===== config.mk =====
export PLATFORM = sky130hd
export DESIGN_NAME = base64_stream_codec_core_flat
export DESIGN_NICKNAME = d
export VERILOG_FILES = /design/src/sv/b64sc_pkg.sv /design/src/sv/b64sc_if.sv /design/src/sv/b64sc_group.sv /design/src/sv/b64sc_drain.sv /design/src/sv/base64_stream_codec_core.sv /design/src/flat_wrapper.sv
export SDC_FILE = /design/constraint.sdc
export NUM_CORES = 1
export LEC_CHECK = 0
export ABC_AREA = 1
export BUFFER_PORTS_ARGS = -buffer_cell sky130_fd_sc_hd__buf_2
export CORE_UTILIZATION = 35
export CTS_CLUSTER_SIZE = 12
export DETAILED_ROUTE_END_ITERATION = 12
export PLACE_DENSITY_LB_ADDON = 0.3
export RECOVER_POWER = 25
export SYNTH_ARGS = -nofsm -noshare
export SYNTH_HDL_FRONTEND = slang
export SYNTH_SLANG_ARGS = --single-unit

===== constraint.sdc =====
create_clock -name clk -period 8.1 [get_ports clk]
set_input_delay 2.025 -clock clk [delete_from_list [all_inputs] [get_ports clk]]
set_output_delay 2.025 -clock clk [all_outputs]
set_load 0.01 [all_outputs]

===== src/sv/b64sc_pkg.sv =====
// Shared types, constants and character functions for the Base64 stream codec.
// No dependencies; every other file but b64sc_if.sv imports this package.
package b64sc_pkg;

  localparam logic [7:0] CH_PAD = 8'h3D;
  localparam logic [7:0] CH_CR  = 8'h0D;
  localparam logic [7:0] CH_LF  = 8'h0A;

  localparam logic DIR_ENCODE = 1'b0;
  localparam logic DIR_DECODE = 1'b1;

  typedef struct packed {
    logic            valid;
    logic [3:0][7:0] bytes;
    logic [2:0]      count;
    logic            last;
    logic            bad;
  } b64sc_result_t;

  typedef struct packed {
    logic       valid;
    logic [5:0] value;
  } b64sc_sextet_t;

  function automatic logic [7:0] b64sc_char(input logic [5:0] s);
    logic [7:0] c;
    if (s < 6'd26) begin
      c = 8'h41 + {2'b00, s};
    end else if (s < 6'd52) begin
      c = 8'h61 + {2'b00, s - 6'd26};
    end else if (s < 6'd62) begin
      c = 8'h30 + {2'b00, s - 6'd52};
    end else if (s == 6'd62) begin
      c = 8'h2B;
    end else begin
      c = 8'h2F;
    end
    return c;
  endfunction

  function automatic b64sc_sextet_t b64sc_sextet(input logic [7:0] c);
    b64sc_sextet_t r;
    r.valid = 1'b1;
    r.value = 6'd0;
    if (c >= 8'h41 && c <= 8'h5A) begin
      r.value = 6'(c - 8'h41);
    end else if (c >= 8'h61 && c <= 8'h7A) begin
      r.value = 6'(c - 8'h61 + 8'd26);
    end else if (c >= 8'h30 && c <= 8'h39) begin
      r.value = 6'(c - 8'h30 + 8'd52);
    end else if (c == 8'h2B) begin
      r.value = 6'd62;
    end else if (c == 8'h2F) begin
      r.value = 6'd63;
    end else begin
      r.valid = 1'b0;
    end
    return r;
  endfunction

endpackage


===== src/sv/b64sc_if.sv =====
// Valid/ready channel interfaces for the input beats and the result beats.
// Standalone; no package dependency.
interface b64sc_in_if;
  logic       valid;
  logic       ready;
  logic [7:0] data_byte;
  logic       end_of_message;
  modport source (output valid, output data_byte, output end_of_message, input ready);
  modport sink (input valid, input data_byte, input end_of_message, output ready);
endinterface

interface b64sc_out_if;
  logic       valid;
  logic       ready;
  logic [7:0] out_byte;
  logic       out_last;
  logic       bad_input;
  modport source (output valid, output out_byte, output out_last, output bad_input,
                  input ready);
  modport sink (input valid, input out_byte, input out_last, input bad_input,
                output ready);
endinterface


===== src/sv/b64sc_group.sv =====
// Group assembler: holds the direction register and the partial group, and
// forms a full result group in a pending register. Uses b64sc_pkg, b64sc_in_if.
module b64sc_group
  import b64sc_pkg::*;
(
  input  logic          clk,
  input  logic          rst,
  input  logic          cfg_write_en,
  input  logic          cfg_write_data,
  b64sc_in_if.sink      in_ch,
  input  logic          pend_take,
  output b64sc_result_t pend
);

  logic        direction;
  logic [23:0] group_bits;
  logic [1:0]  group_fill;
  logic [1:0]  pad_count;
  logic        group_error;

  logic [23:0] group_bits_next;
  logic [1:0]  pad_count_next;
  logic        group_error_next;
  logic [2:0]  n;
  logic        complete;
  logic        drop;
  logic        accept;
  logic [23:0] v;
  b64sc_sextet_t sx;
  b64sc_result_t res;

  assign in_ch.ready = !pend.valid || pend_take;
  assign accept = in_ch.valid && in_ch.ready;
  assign n = {1'b0, group_fill} + 3'd1;

  always_comb begin
    group_bits_next = group_bits;
    pad_count_next = pad_count;
    group_error_next = group_error;
    drop = 1'b0;
    complete = 1'b0;
    v = 24'd0;
    sx = b64sc_sextet(in_ch.data_byte);
    res.valid = 1'b1;
    res.bytes = '0;
    res.count = 3'd4;
    res.last = in_ch.end_of_message;
    res.bad = 1'b0;
    if (direction == DIR_ENCODE) begin
      group_bits_next = {group_bits[15:0], in_ch.data_byte};
      complete = (n == 3'd3) || in_ch.end_of_message;
      case (n)
        3'd1:    v = {group_bits_next[7:0], 16'd0};
        3'd2:    v = {group_bits_next[15:0], 8'd0};
        default: v = group_bits_next;
      endcase
      for (int i = 0; i < 4; i++) begin
        if (3'(i) > n) begin
          res.bytes[i] = CH_PAD;
        end else begin
          res.bytes[i] = b64sc_char(v[23 - 6 * i -: 6]);
        end
      end
    end else begin
      drop = (group_fill == 2'd0) &&
             (in_ch.data_byte == CH_CR || in_ch.data_byte == CH_LF);
      if (in_ch.data_byte == CH_PAD) begin
        group_bits_next = {group_bits[17:0], 6'd0};
        if (group_fill < 2'd2) begin
          group_error_next = 1'b1;
        end else begin
          pad_count_next = pad_count + 2'd1;
        end
      end else begin
        group_bits_next = {group_bits[17:0], sx.value};
        if (!sx.valid || pad_count != 2'd0) begin
          group_error_next = 1'b1;
        end
      end
      complete = (n == 3'd4) || in_ch.end_of_message;
      case (n)
        3'd1:    v = {group_bits_next[5:0], 18'd0};
        3'd2:    v = {group_bits_next[11:0], 12'd0};
        3'd3:    v = {group_bits_next[17:0], 6'd0};
        default: v = group_bits_next;
      endcase
      res.bytes[0] = v[23:16];
      res.bytes[1] = v[15:8];
      res.bytes[2] = v[7:0];
      res.count = (pad_count_next > 2'd2) ? 3'd1 : 3'd3 - {1'b0, pad_count_next};
      res.bad = group_error_next || (n < 3'd4);
    end
  end

  always_ff @(posedge clk) begin
    if (rst) begin
      direction <= DIR_ENCODE;
      group_bits <= '0;
      group_fill <= '0;
      pad_count <= '0;
      group_error <= 1'b0;
    end else if (cfg_write_en) begin
      direction <= cfg_write_data;
      group_bits <= '0;
      group_fill <= '0;
      pad_count <= '0;
      group_error <= 1'b0;
    end else if (accept && !drop) begin
      if (complete) begin
        group_bits <= '0;
        group_fill <= '0;
        pad_count <= '0;
        group_error <= 1'b0;
      end else begin
        group_bits <= group_bits_next;
        group_fill <= n[1:0];
        pad_count <= pad_count_next;
        group_error <= group_error_next;
      end
    end
  end

  always_ff @(posedge clk) begin
    if (rst) begin
      pend.valid <= 1'b0;
    end else if (accept && !drop && complete) begin
      pend <= res;
    end else if (pend_take) begin
      pend.valid <= 1'b0;
    end
  end

endmodule


===== src/sv/b64sc_drain.sv =====
// Result serializer: loads a pending group and sends its beats one per cycle
// while out_ch is ready. Uses b64sc_pkg and b64sc_out_if.
module b64sc_drain
  import b64sc_pkg::*;
(
  input  logic          clk,
  input  logic          rst,
  input  b64sc_result_t pend,
  output logic          pend_take,
  b64sc_out_if.source   out_ch
);

  logic [3:0][7:0] bytes;
  logic [2:0]      remaining;
  logic [1:0]      idx;
  logic            last;
  logic            bad;
  logic            send;

  assign send = out_ch.valid && out_ch.ready;
  assign pend_take = (remaining == 3'd0) || (remaining == 3'd1 && out_ch.ready);

  assign out_ch.valid = remaining != 3'd0;
  assign out_ch.out_byte = bytes[idx];
  assign out_ch.out_last = last && (remaining == 3'd1);
  assign out_ch.bad_input = bad;

  always_ff @(posedge clk) begin
    if (rst) begin
      remaining <= '0;
      idx <= '0;
    end else if (pend.valid && pend_take) begin
      remaining <= pend.count;
      idx <= '0;
    end else if (send) begin
      remaining <= remaining - 3'd1;
      idx <= idx + 2'd1;
    end
  end

  always_ff @(posedge clk) begin
    if (pend.valid && pend_take) begin
      bytes <= pend.bytes;
      last <= pend.last;
      bad <= pend.bad;
    end
  end

endmodule


===== src/sv/base64_stream_codec_core.sv =====
// Base64 stream codec top level; uses b64sc_pkg, b64sc_if, b64sc_group, b64sc_drain.
// A completing beat's results go through the pending group register, then the drain.
// Input beats are taken every cycle while the pending group register is free; each
// group's results leave one per cycle while the output is ready, so encoding (four
// results per three inputs) is output-bound; decoding takes an input beat per cycle.
// Synchronous active-high reset sets direction to encode and empties all groups.
module base64_stream_codec_core
  import b64sc_pkg::*;
(
  input  logic        clk,
  input  logic        rst,
  input  logic        cfg_write_en,
  input  logic        cfg_write_data,
  b64sc_in_if.sink    in_ch,
  b64sc_out_if.source out_ch
);

  b64sc_result_t pend;
  logic          pend_take;

  b64sc_group u_group (
    .clk            (clk),
    .rst            (rst),
    .cfg_write_en   (cfg_write_en),
    .cfg_write_data (cfg_write_data),
    .in_ch          (in_ch),
    .pend_take      (pend_take),
    .pend           (pend)
  );

  b64sc_drain u_drain (
    .clk       (clk),
    .rst       (rst),
    .pend      (pend),
    .pend_take (pend_take),
    .out_ch    (out_ch)
  );

endmodule


===== src/flat_wrapper.sv =====
// flat-port wrapper written by rule: the top's interface ports become plain ports
module base64_stream_codec_core_flat import b64sc_pkg::*;
  (clk, rst, cfg_write_en, cfg_write_data, in_ch_valid, in_ch_data_byte, in_ch_end_of_message, in_ch_ready, out_ch_valid, out_ch_out_byte, out_ch_out_last, out_ch_bad_input, out_ch_ready);
  b64sc_in_if in_ch_i ();
  b64sc_out_if out_ch_i ();
  input  logic clk;
  input  logic rst;
  input  logic cfg_write_en;
  input  logic cfg_write_data;
  input wire logic [$bits(in_ch_i.valid)-1:0] in_ch_valid;
  input wire logic [$bits(in_ch_i.data_byte)-1:0] in_ch_data_byte;
  input wire logic [$bits(in_ch_i.end_of_message)-1:0] in_ch_end_of_message;
  output wire logic [$bits(in_ch_i.ready)-1:0] in_ch_ready;
  output wire logic [$bits(out_ch_i.valid)-1:0] out_ch_valid;
  output wire logic [$bits(out_ch_i.out_byte)-1:0] out_ch_out_byte;
  output wire logic [$bits(out_ch_i.out_last)-1:0] out_ch_out_last;
  output wire logic [$bits(out_ch_i.bad_input)-1:0] out_ch_bad_input;
  input wire logic [$bits(out_ch_i.ready)-1:0] out_ch_ready;
  assign in_ch_i.valid = in_ch_valid;
  assign in_ch_i.data_byte = in_ch_data_byte;
  assign in_ch_i.end_of_message = in_ch_end_of_message;
  assign in_ch_ready = in_ch_i.ready;
  assign out_ch_valid = out_ch_i.valid;
  assign out_ch_out_byte = out_ch_i.out_byte;
  assign out_ch_out_last = out_ch_i.out_last;
  assign out_ch_bad_input = out_ch_i.bad_input;
  assign out_ch_i.ready = out_ch_ready;
  base64_stream_codec_core u_core (.clk(clk), .rst(rst), .cfg_write_en(cfg_write_en), .cfg_write_data(cfg_write_data), .in_ch(in_ch_i), .out_ch(out_ch_i));
endmodule

# Word level (Yosys, flattened, before mapping)
# Index checks and enable logic that the tools add are counted.
# W data, S select, Z words.
# classes
n_reduce_logical	34
n_mux	58
magnitude_cmp	26
div_mod_pow	0
add_sub_neg	30
shift	0
n_bitwise	2
n_eq_ne	14
multipliers	0
# ops
operator	n
$mux W8	12
$pmux W24 S3	1
$add A7 B6 Y8 const A	8
$lt A6 B6 Y1 const B	8
$mux W24	2
$pmux W24 S2	1
$mux W6	7
$mux W18	2
$sub A6 B6 Y6 const B	6
$add A6 B6 Y7 const A	4
$mux W7	4
$eq A6 B6 Y1 const B	4
$eq A8 B6 Y1 const B	3
$lt A6 B5 Y1 const B	4
$sub A6 B5 Y6 const B	4
$mux W3	7
$bmux W8 S2	1
$eq A8 B4 Y1 const B	2
$ge A8 B7 Y1 const B	2
$le A8 B7 Y1 const B	2
$mux W1	15
$mux W2	6
$logic_and A1 B1 Y1	11
$ge A8 B6 Y1 const B	1
26 further kinds	47
# totals
n_memories	0
in_bits	15
mem_bits_ro	0
output_inout_bits	12
elab_cells	187
latch_bits	0
regBits	101
ram_bits	0

# Logic depth before layout (Yosys ltp)
# Gate-level depths: netlist of run 1.
# depth
depth_word	13
ltp_mapped	21
depth_no_buf	19

# Cells and area by module
# Synthesis of run 1 repeated with hierarchy kept, for this count alone.
# hier_totals
hier_cells	1061
hier_area_um2	7795.0
# by_module_without_submodules
mod	seq_area_each_um2	instances	area_each_um2	cells_per_inst
b64sc_group	1611.5	1	6184.7	928
b64sc_drain	1121.1	1	1610.3	133

# Least setup slack after synthesis of run 1
# Ideal clock, no wire load.
# synth_timing
kind	input -> register
from	input in_ch_data_byte[2]
to	register u_core.u_group.pend[0] (netlist name)
cell_stages	11
t_required_ns	7.669
slack_ns	2.768
setup_ns	0.431
path_buffers	2
t_arrival_ns	4.901
cell_sequence	buf_2 > inv_1 > ha_1 > nand2_1 > a21oi_1 > nand3_1 > nand3_1 > inv_1 > buf_2 > nand2_1 > nor2_1
# synth_via
elab_chain_len	8
word_cells_on_any_way	9
cone_classes	2 x eq/ne; 1 x mux; 6 x reduce/logical
# synth_lines
item	line	source
start: declaration	flat_wrapper.sv:11	input wire logic [$bits(in_ch_i.data_byte)-1:0] in_ch_data_byte;
$eq A8 B4 Y1	b64sc_group.sv:66	(in_ch.data_byte == CH_CR || in_ch.data_byte == CH_LF);
$logic_or A1 B1 Y1 *	b64sc_group.sv:66	
$logic_and A1 B1 Y1 *	b64sc_group.sv:65	drop = (group_fill == 2'd0) &&
$mux W1 *	b64sc_group.sv:49	if (direction == DIR_ENCODE) begin
$logic_not A1 Y1 *	b64sc_group.sv:126	end else if (accept && !drop && complete) begin
$logic_and A1 B1 Y1 * (2 in a row)	b64sc_group.sv:126	
$reduce_and A2 Y1 (no source line) *	-	
# Every way passes the cells marked *; elsewhere a longest branch is shown, timed or not.
# A chain may end at the register's enable or synchronous reset.

# Worst setup path after layout of run 1
# layout_timing
from	input out_ch_ready
to	register u_core.u_drain.remaining[2]
# layout_via
elab_chain_len	4
word_cells_on_any_way	6
cone_classes	1 x mux; 5 x reduce/logical
# layout_lines
item	line	source
start: declaration	flat_wrapper.sv:18	input wire logic [$bits(out_ch_i.ready)-1:0] out_ch_ready;
$logic_and A1 B1 Y1	b64sc_drain.sv:21	assign pend_take = (remaining == 3'd0) || (remaining == 3'd1 && out_ch.ready);
$logic_or A1 B1 Y1	b64sc_drain.sv:21	
$logic_and A1 B1 Y1	b64sc_drain.sv:32	end else if (pend.valid && pend_take) begin
$mux W3 / $reduce_bool A2 Y1 (equally long branches)	-	
end signal: assignment	b64sc_drain.sv:33	remaining <= pend.count;
end signal: assignment	b64sc_drain.sv:36	remaining <= remaining - 3'd1;
end: declaration	b64sc_drain.sv:14	logic [2:0] remaining;
# Parallel ways exist; a longest one is shown, timed or not.

==> results.json, run 1 <==
{
  "regToRegSetupSlack_ns": 3.44,
  "max_stage_delay_ns": 2.14,
  "skew_ns": 0.0141,
  "tritoncts": "yes",
  "fin_setup_tns_ns": 0,
  "max_freq_mhz": 205,
  "netlist_top_cells_area": "edfxtp_1 (28%), nand2_1 (12%), ha_1 (9.1%)",
  "yosysSeqAreaShare_pct": 35.3,
  "finalWeightedCongestion": 0.936,
  "design.die.area_mm2": 0.0227,
  "status": "complete, but fails checks",
  "postSynthRegisterBits": 101,
  "critPathSlowestCell": "nor2_1",
  "path_clk_slew_ns": 0.08,
  "htreeDepth": 3,
  "violations": "max-capacitance violations, max-slew violations",
  "hold_depth": 0,
  "p_switching_mw": 0.605,
  "netlist_area_mm2": 0.00774,
  "floorplan.rows": 54,
  "r2r_start": "u_core.u_group.direction",
  "grt-ovfl-total": 0,
  "fin_crit_ns": 4.87,
  "antenna_found_initial": 0,
  "synth_warnings": 0,
  "detail-route-antenna-nets": 0,
  "final_layout_size_suffix_gt1_share_pct": 8.75,
  "grt_pass1_wl_mm": 35.1,
  "cts_inserted_buffers": 9,
  "crit_fanout": 39,
  "min_from": "u_core.u_group.pend[8]",
  "tightest_slew_ns": 2.94,
  "syn_to_final_growth_pct": 8.67,
  "synth_common_cells": "nand2_1 (253), inv_1 (123), o21ai_0 (84)",
  "worst_r2r_path_depth": 7,
  "multi_input_area_mm2": 0.00435,
  "post_drt_wl_per_cell_um": 16.2,
  "min_period_over_period_pct": 60.1,
  "die_h_um": 151,
  "fillers": 2285,
  "dp_slack_ns": 3.15,
  "cts_sinks": 101,
  "ir_drop_v": 0.000105,
  "finish.utilization_pct": 38.7,
  "required_ns": 8.39,
  "place_area_mm2": 0.00811,
  "post-synth-top-area-cell": "edfxtp_1",
  "holdBufCountCts": 0,
  "final_nets": 1129,
  "grt_max_degree": 59,
  "grt_usage_pct": 20.0,
  "synthMostInstantiatedCell": "nand2_1",
  "combPwrFrac_pct": 33.3,
  "core_area_mm2": 0.0218,
  "hold_class": "reg -> reg",
  "post_cts_buffers": 0,
  "pwr-share-clk_pct": 27.2,
  "drt-total-wl_mm": 21.8,
  "n_antenna_cell": 0,
  "route.vias.total": 7084,
  "synth_top_cell_area_share_pct": 27.6,
  "async_flop_share_pct": 0,
  "drt_pass1_iterations": 7,
  "cts-root-buf": "clkbuf_16",
  "synthFlopType": "edfxtp_1",
  "p_per_area_mw_per_mm2": 196,
  "r2r-end": "u_core.u_group.pend[26]",
  "ff_latch_area_mm2": 0.00273,
  "hold_violations": 0,
  "crit_type": "in -> reg",
  "internal_power_mw": 1.05,
  "dp.final_hpwl_mm": 16.6,
  "cts_resized": 0,
  "setup_viol": 0,
  "p_leak_nw": 3.62,
  "finalWorstSetupSlack_ns": 3.23,
  "grt_pass1_vias": 6539,
  "dieWidth_um": 151,
  "cp-start-kind": "primary input",
  "final_area_mm2": 0.00841,
  "synthCells": 1046,
  "drc": 0,
  "worstSetupEndpointType": "flop",
  "cap_violations": 2,
  "relSlewSlack_pct": -97.0,
  "slew_viol_final": 99,
  "drt_iter0_drc": 758,
  "hold-path-endpoint": "u_core.u_drain.bytes[3]",
  "cp_cell_sequence": "clkbuf_1, nand3_1, nand2_1, inv_1, nor2_1, inv_1, a21oi_1, o21ai_0, a21oi_1",
  "swShare_pct": 36.6,
  "clockBufferDepth": 2,
  "synth_fp_nets": 1117,
  "vias_per_cell": 5.27,
  "critical_path.top_delay_family": "simple AND/OR/NAND/NOR gates",
  "worstPathBufferInverterCount": 3,
  "syn_area_per_cell_um2": 7.40,
  "start_util_pct": 35.6,
  "io_buffers": 26,
  "power_mw": 1.65,
  "synth_cell_types": 55,
  "worstSkewPairLatency_ns": 0.35,
  "worstPathArrival_ns": 5.15,
  "power_frac_seq_pct": 39.5,
  "rsz0062_at_grt": "no",
  "boundaryPins": 27,
  "synth_edf_count": 71
}
-- area by class of cell --
class / count / area share (%)
clock buffer: 10 / 2.84
inverter: 136 / 6.12
multi-input combinational: 780 / 51.7
clock inverter: 6 / 0.922
tap: 280 / 4.17
sequential: 101 / 32.5
timing repair buffer: 30 / 1.77
-- power groups by stage --
stage / Sequential (mW) / Combinational [mW] / Clock (mW)
after floorplan: 0.644 / 0.403 / 0
after global placement: 0.661 / 0.545 / 0
after detailed placement: 0.662 / 0.549 / 0
after CTS: 0.651 / 0.551 / 0.458
after global routing: 0.659 / 0.623 / 0.479
final: 0.653 / 0.550 / 0.450
-- routing by layer --
layer / global-route usage, % / vias to the layer above / routed length, µm
met2: 30.4 / 258 / 9390
li1: - / 3530 / -
met5: 0 / - / 0
met4: 7.25 / 0 / 575
met3: 3.70 / 39 / 1510
met1: 28.3 / 3257 / 10300
-- flip-flops by register name (all words and copies together) (netlist names) --
signal and cells:
u_core.u_group.pend 38, u_core.u_drain.bytes 32, u_core.u_group.group_bits 18, u_core.u_drain.remaining 3, u_core.u_drain.idx 2, u_core.u_group.group_fill 2
u_core.u_group.pad_count 2, u_core.u_drain.last 1, u_core.u_drain.out_ch.bad_input 1, u_core.u_group.direction 1, u_core.u_group.group_error 1
-- layout by cell type (no fill, tap or decap), drive strengths merged, types with 6 or more instances in the layout --
master | synthesis | final
nand2 | 262 | 262
inv | 133 | 136
o21ai | 110 | 110
a21oi | 83 | 83
nor2 | 83 | 83
edfxtp | 71 | 71
nand3 | 69 | 69
ha | 56 | 56
dfxtp | 30 | 30
xor2 | 29 | 29
buf | 12 | 25
clkbuf | 17 | 15
nand4 | 14 | 14
o22ai | 13 | 13
o211ai | 12 | 12
xnor2 | 7 | 7
a211oi | 6 | 6
or2 | 6 | 6
-- metrics by stage --
step,hold WS [ns],instances
3_5_place_dp,0.405,1327
3_3_place_gp,0.403,1327
6_report,0.412,1343
2_1_floorplan,0.400,1046
5_1_grt,0.419,1343
4_1_cts,0.410,1343
-- worst max path at each step --
stage	start	endpoint	slack (ns)	cells after the start
finish	out_ch_ready	u_core.u_drain.remaining[2]	3.23	9
global placement	in_ch_data_byte[2]	u_core.u_group.pend[18]	3.25	11
floorplan	in_ch_data_byte[2]	u_core.u_group.pend[0]	2.77	11
CTS	out_ch_ready	in_ch_ready	3.32	6
global route	out_ch_ready	u_core.u_drain.remaining[2]	2.73	9
detailed placement	in_ch_data_byte[2]	u_core.u_group.pend[6]	3.15	11
-- cell families after synthesis --
group	synth area share, %
simple gates	24.7
buf+inv	8.62
xor+xnor	4.07
flops	35.3
fa+ha+maj	9.05
compound gates	18.3
No activity file was read; power rests on OpenSTA's default activity.
==> run 2, diff against run 1 <==
==> constraint.sdc (replaced) <==
create_clock -name clk -period 4.3 [get_ports clk]
set_input_delay 1.075 -clock clk [delete_from_list [all_inputs] [get_ports clk]]
set_output_delay 1.075 -clock clk [all_outputs]
set_load 0.01 [all_outputs]
==> run 2 against run 1 <==
- the run still ends with max-capacitance violations, max-slew violations left
- critical endpoint is now u_core.u_group.pend[28]
- wire length down 0.27%
- clock power up 83%
- die area unchanged
- worst hold slack better by 0.0062 ns
- highest routed layer unchanged
- non-clock buffer count up 6
==> results.json, run 2 (synthesis results as in run 1) <==
{
  "status": "complete, but fails checks",
  "violations": "max-capacitance violations, max-slew violations",
  "ir_drop_v": 0.000185,
  "top_register": "u_core.u_group.pend",
  "min_period_over_period_pct": 84.3,
  "dp_slack_ns": 0.712,
  "design.die.area_mm2": 0.0227,
  "floorplan.rows": 54,
  "crit_top_cell": "inv_1",
  "rsz0062_at_grt": "no",
  "worstSetupEndpointType": "flop",
  "worstPathArrival_ns": 3.67,
  "cts-root-buf": "clkbuf_16",
  "finish.utilization_pct": 38.9,
  "worstPathBufferInverterCount": 4,
  "cts_resized": 0,
  "clockBufferDepth": 2,
  "grt_pass1_wl_mm": 35.2,
  "syn_to_final_growth_pct": 9.38,
  "fillers": 2250,
  "htreeDepth": 3,
  "die_h_um": 151,
  "p_leak_nw": 3.66,
  "reg_top3": "u_core.u_group.pend (38), u_core.u_drain.bytes (32), u_core.u_group.group_bits (18)",
  "drt_pass1_iterations": 6,
  "hold_class": "reg -> reg",
  "tritoncts": "yes",
  "max_stage_delay_ns": 1.75,
  "start_util_pct": 35.6,
  "max_freq_mhz": 276,
  "route.vias.total": 7100,
  "setup_viol": 0,
  "required_ns": 4.35,
  "critPathSlowestCell": "clkbuf_1",
  "p_per_area_mw_per_mm2": 365,
  "core_area_mm2": 0.0218,
  "drt-total-wl_mm": 21.7,
  "dieWidth_um": 151,
  "antenna_found_initial": 1,
  "skew_ns": 0.0152,
  "final_common_cell": "nand2_1",
  "crit_fanout": 57,
  "fin_crit_ns": 3.62,
  "relSlewSlack_pct": -64.8,
  "final_nets": 1135,
  "power_mw": 3.09,
  "fin_setup_tns_ns": 0,
  "detail-route-antenna-nets": 0,
  "final_layout_size_suffix_gt1_share_pct": 9.45,
  "tightest_slew_ns": 2.47,
  "grt_usage_pct": 20.1,
  "finalWeightedCongestion": 0.918,
  "holdBufCountCts": 0,
  "largest_reg_flops": 38,
  "grt_pass1_vias": 6562,
  "worstSkewPairLatency_ns": 0.36,
  "dp.final_hpwl_mm": 16.6,
  "cap_violations": 1,
  "slew_viol_final": 58,
  "path_clk_slew_ns": 0.08,
  "vias_per_cell": 5.26,
  "grt-ovfl-total": 0,
  "boundaryPins": 27,
  "cp-start-kind": "flop",
  "hold_violations": 0,
  "finalWorstSetupSlack_ns": 0.675,
  "cts_sinks": 101,
  "layout_common_cells": "nand2_1 (253), inv_1 (123), o21ai_0 (84)",
  "drt_iter0_drc": 698,
  "post_cts_buffers": 0,
  "cts_inserted_buffers": 9,
  "critical_path.top_delay_family": "buffers and inverters",
  "whs_ns": 0.418,
  "grt_max_degree": 58,
  "post_drt_wl_per_cell_um": 16.1,
  "cp_cell_sequence": "buf_4, inv_1, clkbuf_1, nor2_1, inv_1, o221ai_1",
  "io_buffers": 26,
  "drc": 0,
  "crit_type": "reg -> reg"
}
==> run 2: per-stage QoR <==
step,instance area (µm²),instances
floorplan,7740,1046
global placement,8170,1333
detailed placement,8170,1333
CTS,8480,1349
global route,8460,1349
finish,8460,1350
==> run 2: layer usage <==
layer / global-route usage [%] / up-vias / wire length [µm]
li1: - / 3542 / -
met2: 31.5 / 276 / 9610
met5: 0 / - / 0
met4: 5.95 / 0 / 543
met1: 28.3 / 3240 / 10200
met3: 3.09 / 42 / 1380
==> run 2: cell type report <==
type | count | area [µm²] | area share [%]
Timing Repair Buffer | 36 | 211 | 2.50
Antenna cell | 1 | 2.50 | 0.0296
Tap cell | 280 | 350 | 4.14
Multi-Input combinational cell | 780 | 4350 | 51.4
Sequential cell | 101 | 2730 | 32.3
Inverter | 136 | 514 | 6.08
Clock buffer | 9 | 225 | 2.66
Clock inverter | 7 | 81.3 | 0.961
==> run 2: final timing paths <==
check,startpoint,to,slack (ns),cells past startpoint
setup / recovery,u_core.u_group.direction,u_core.u_group.pend[28],0.68,6
hold / removal,u_core.u_group.pend[9],u_core.u_drain.bytes[4],0.42,0
setup reg to reg,u_core.u_group.direction,u_core.u_group.pend[28],0.68,6
hold reg to reg,u_core.u_group.pend[9],u_core.u_drain.bytes[4],0.42,0
==> run 2: power breakdown <==
part | leakage, nW | switching, mW | internal, mW
Combinational | 2.62 | 0.705 | 0.337
Clock | 0.150 | 0.409 | 0.416
Sequential | 0.892 | 0.0599 | 1.16
Total | 3.66 | 1.17 | 1.92
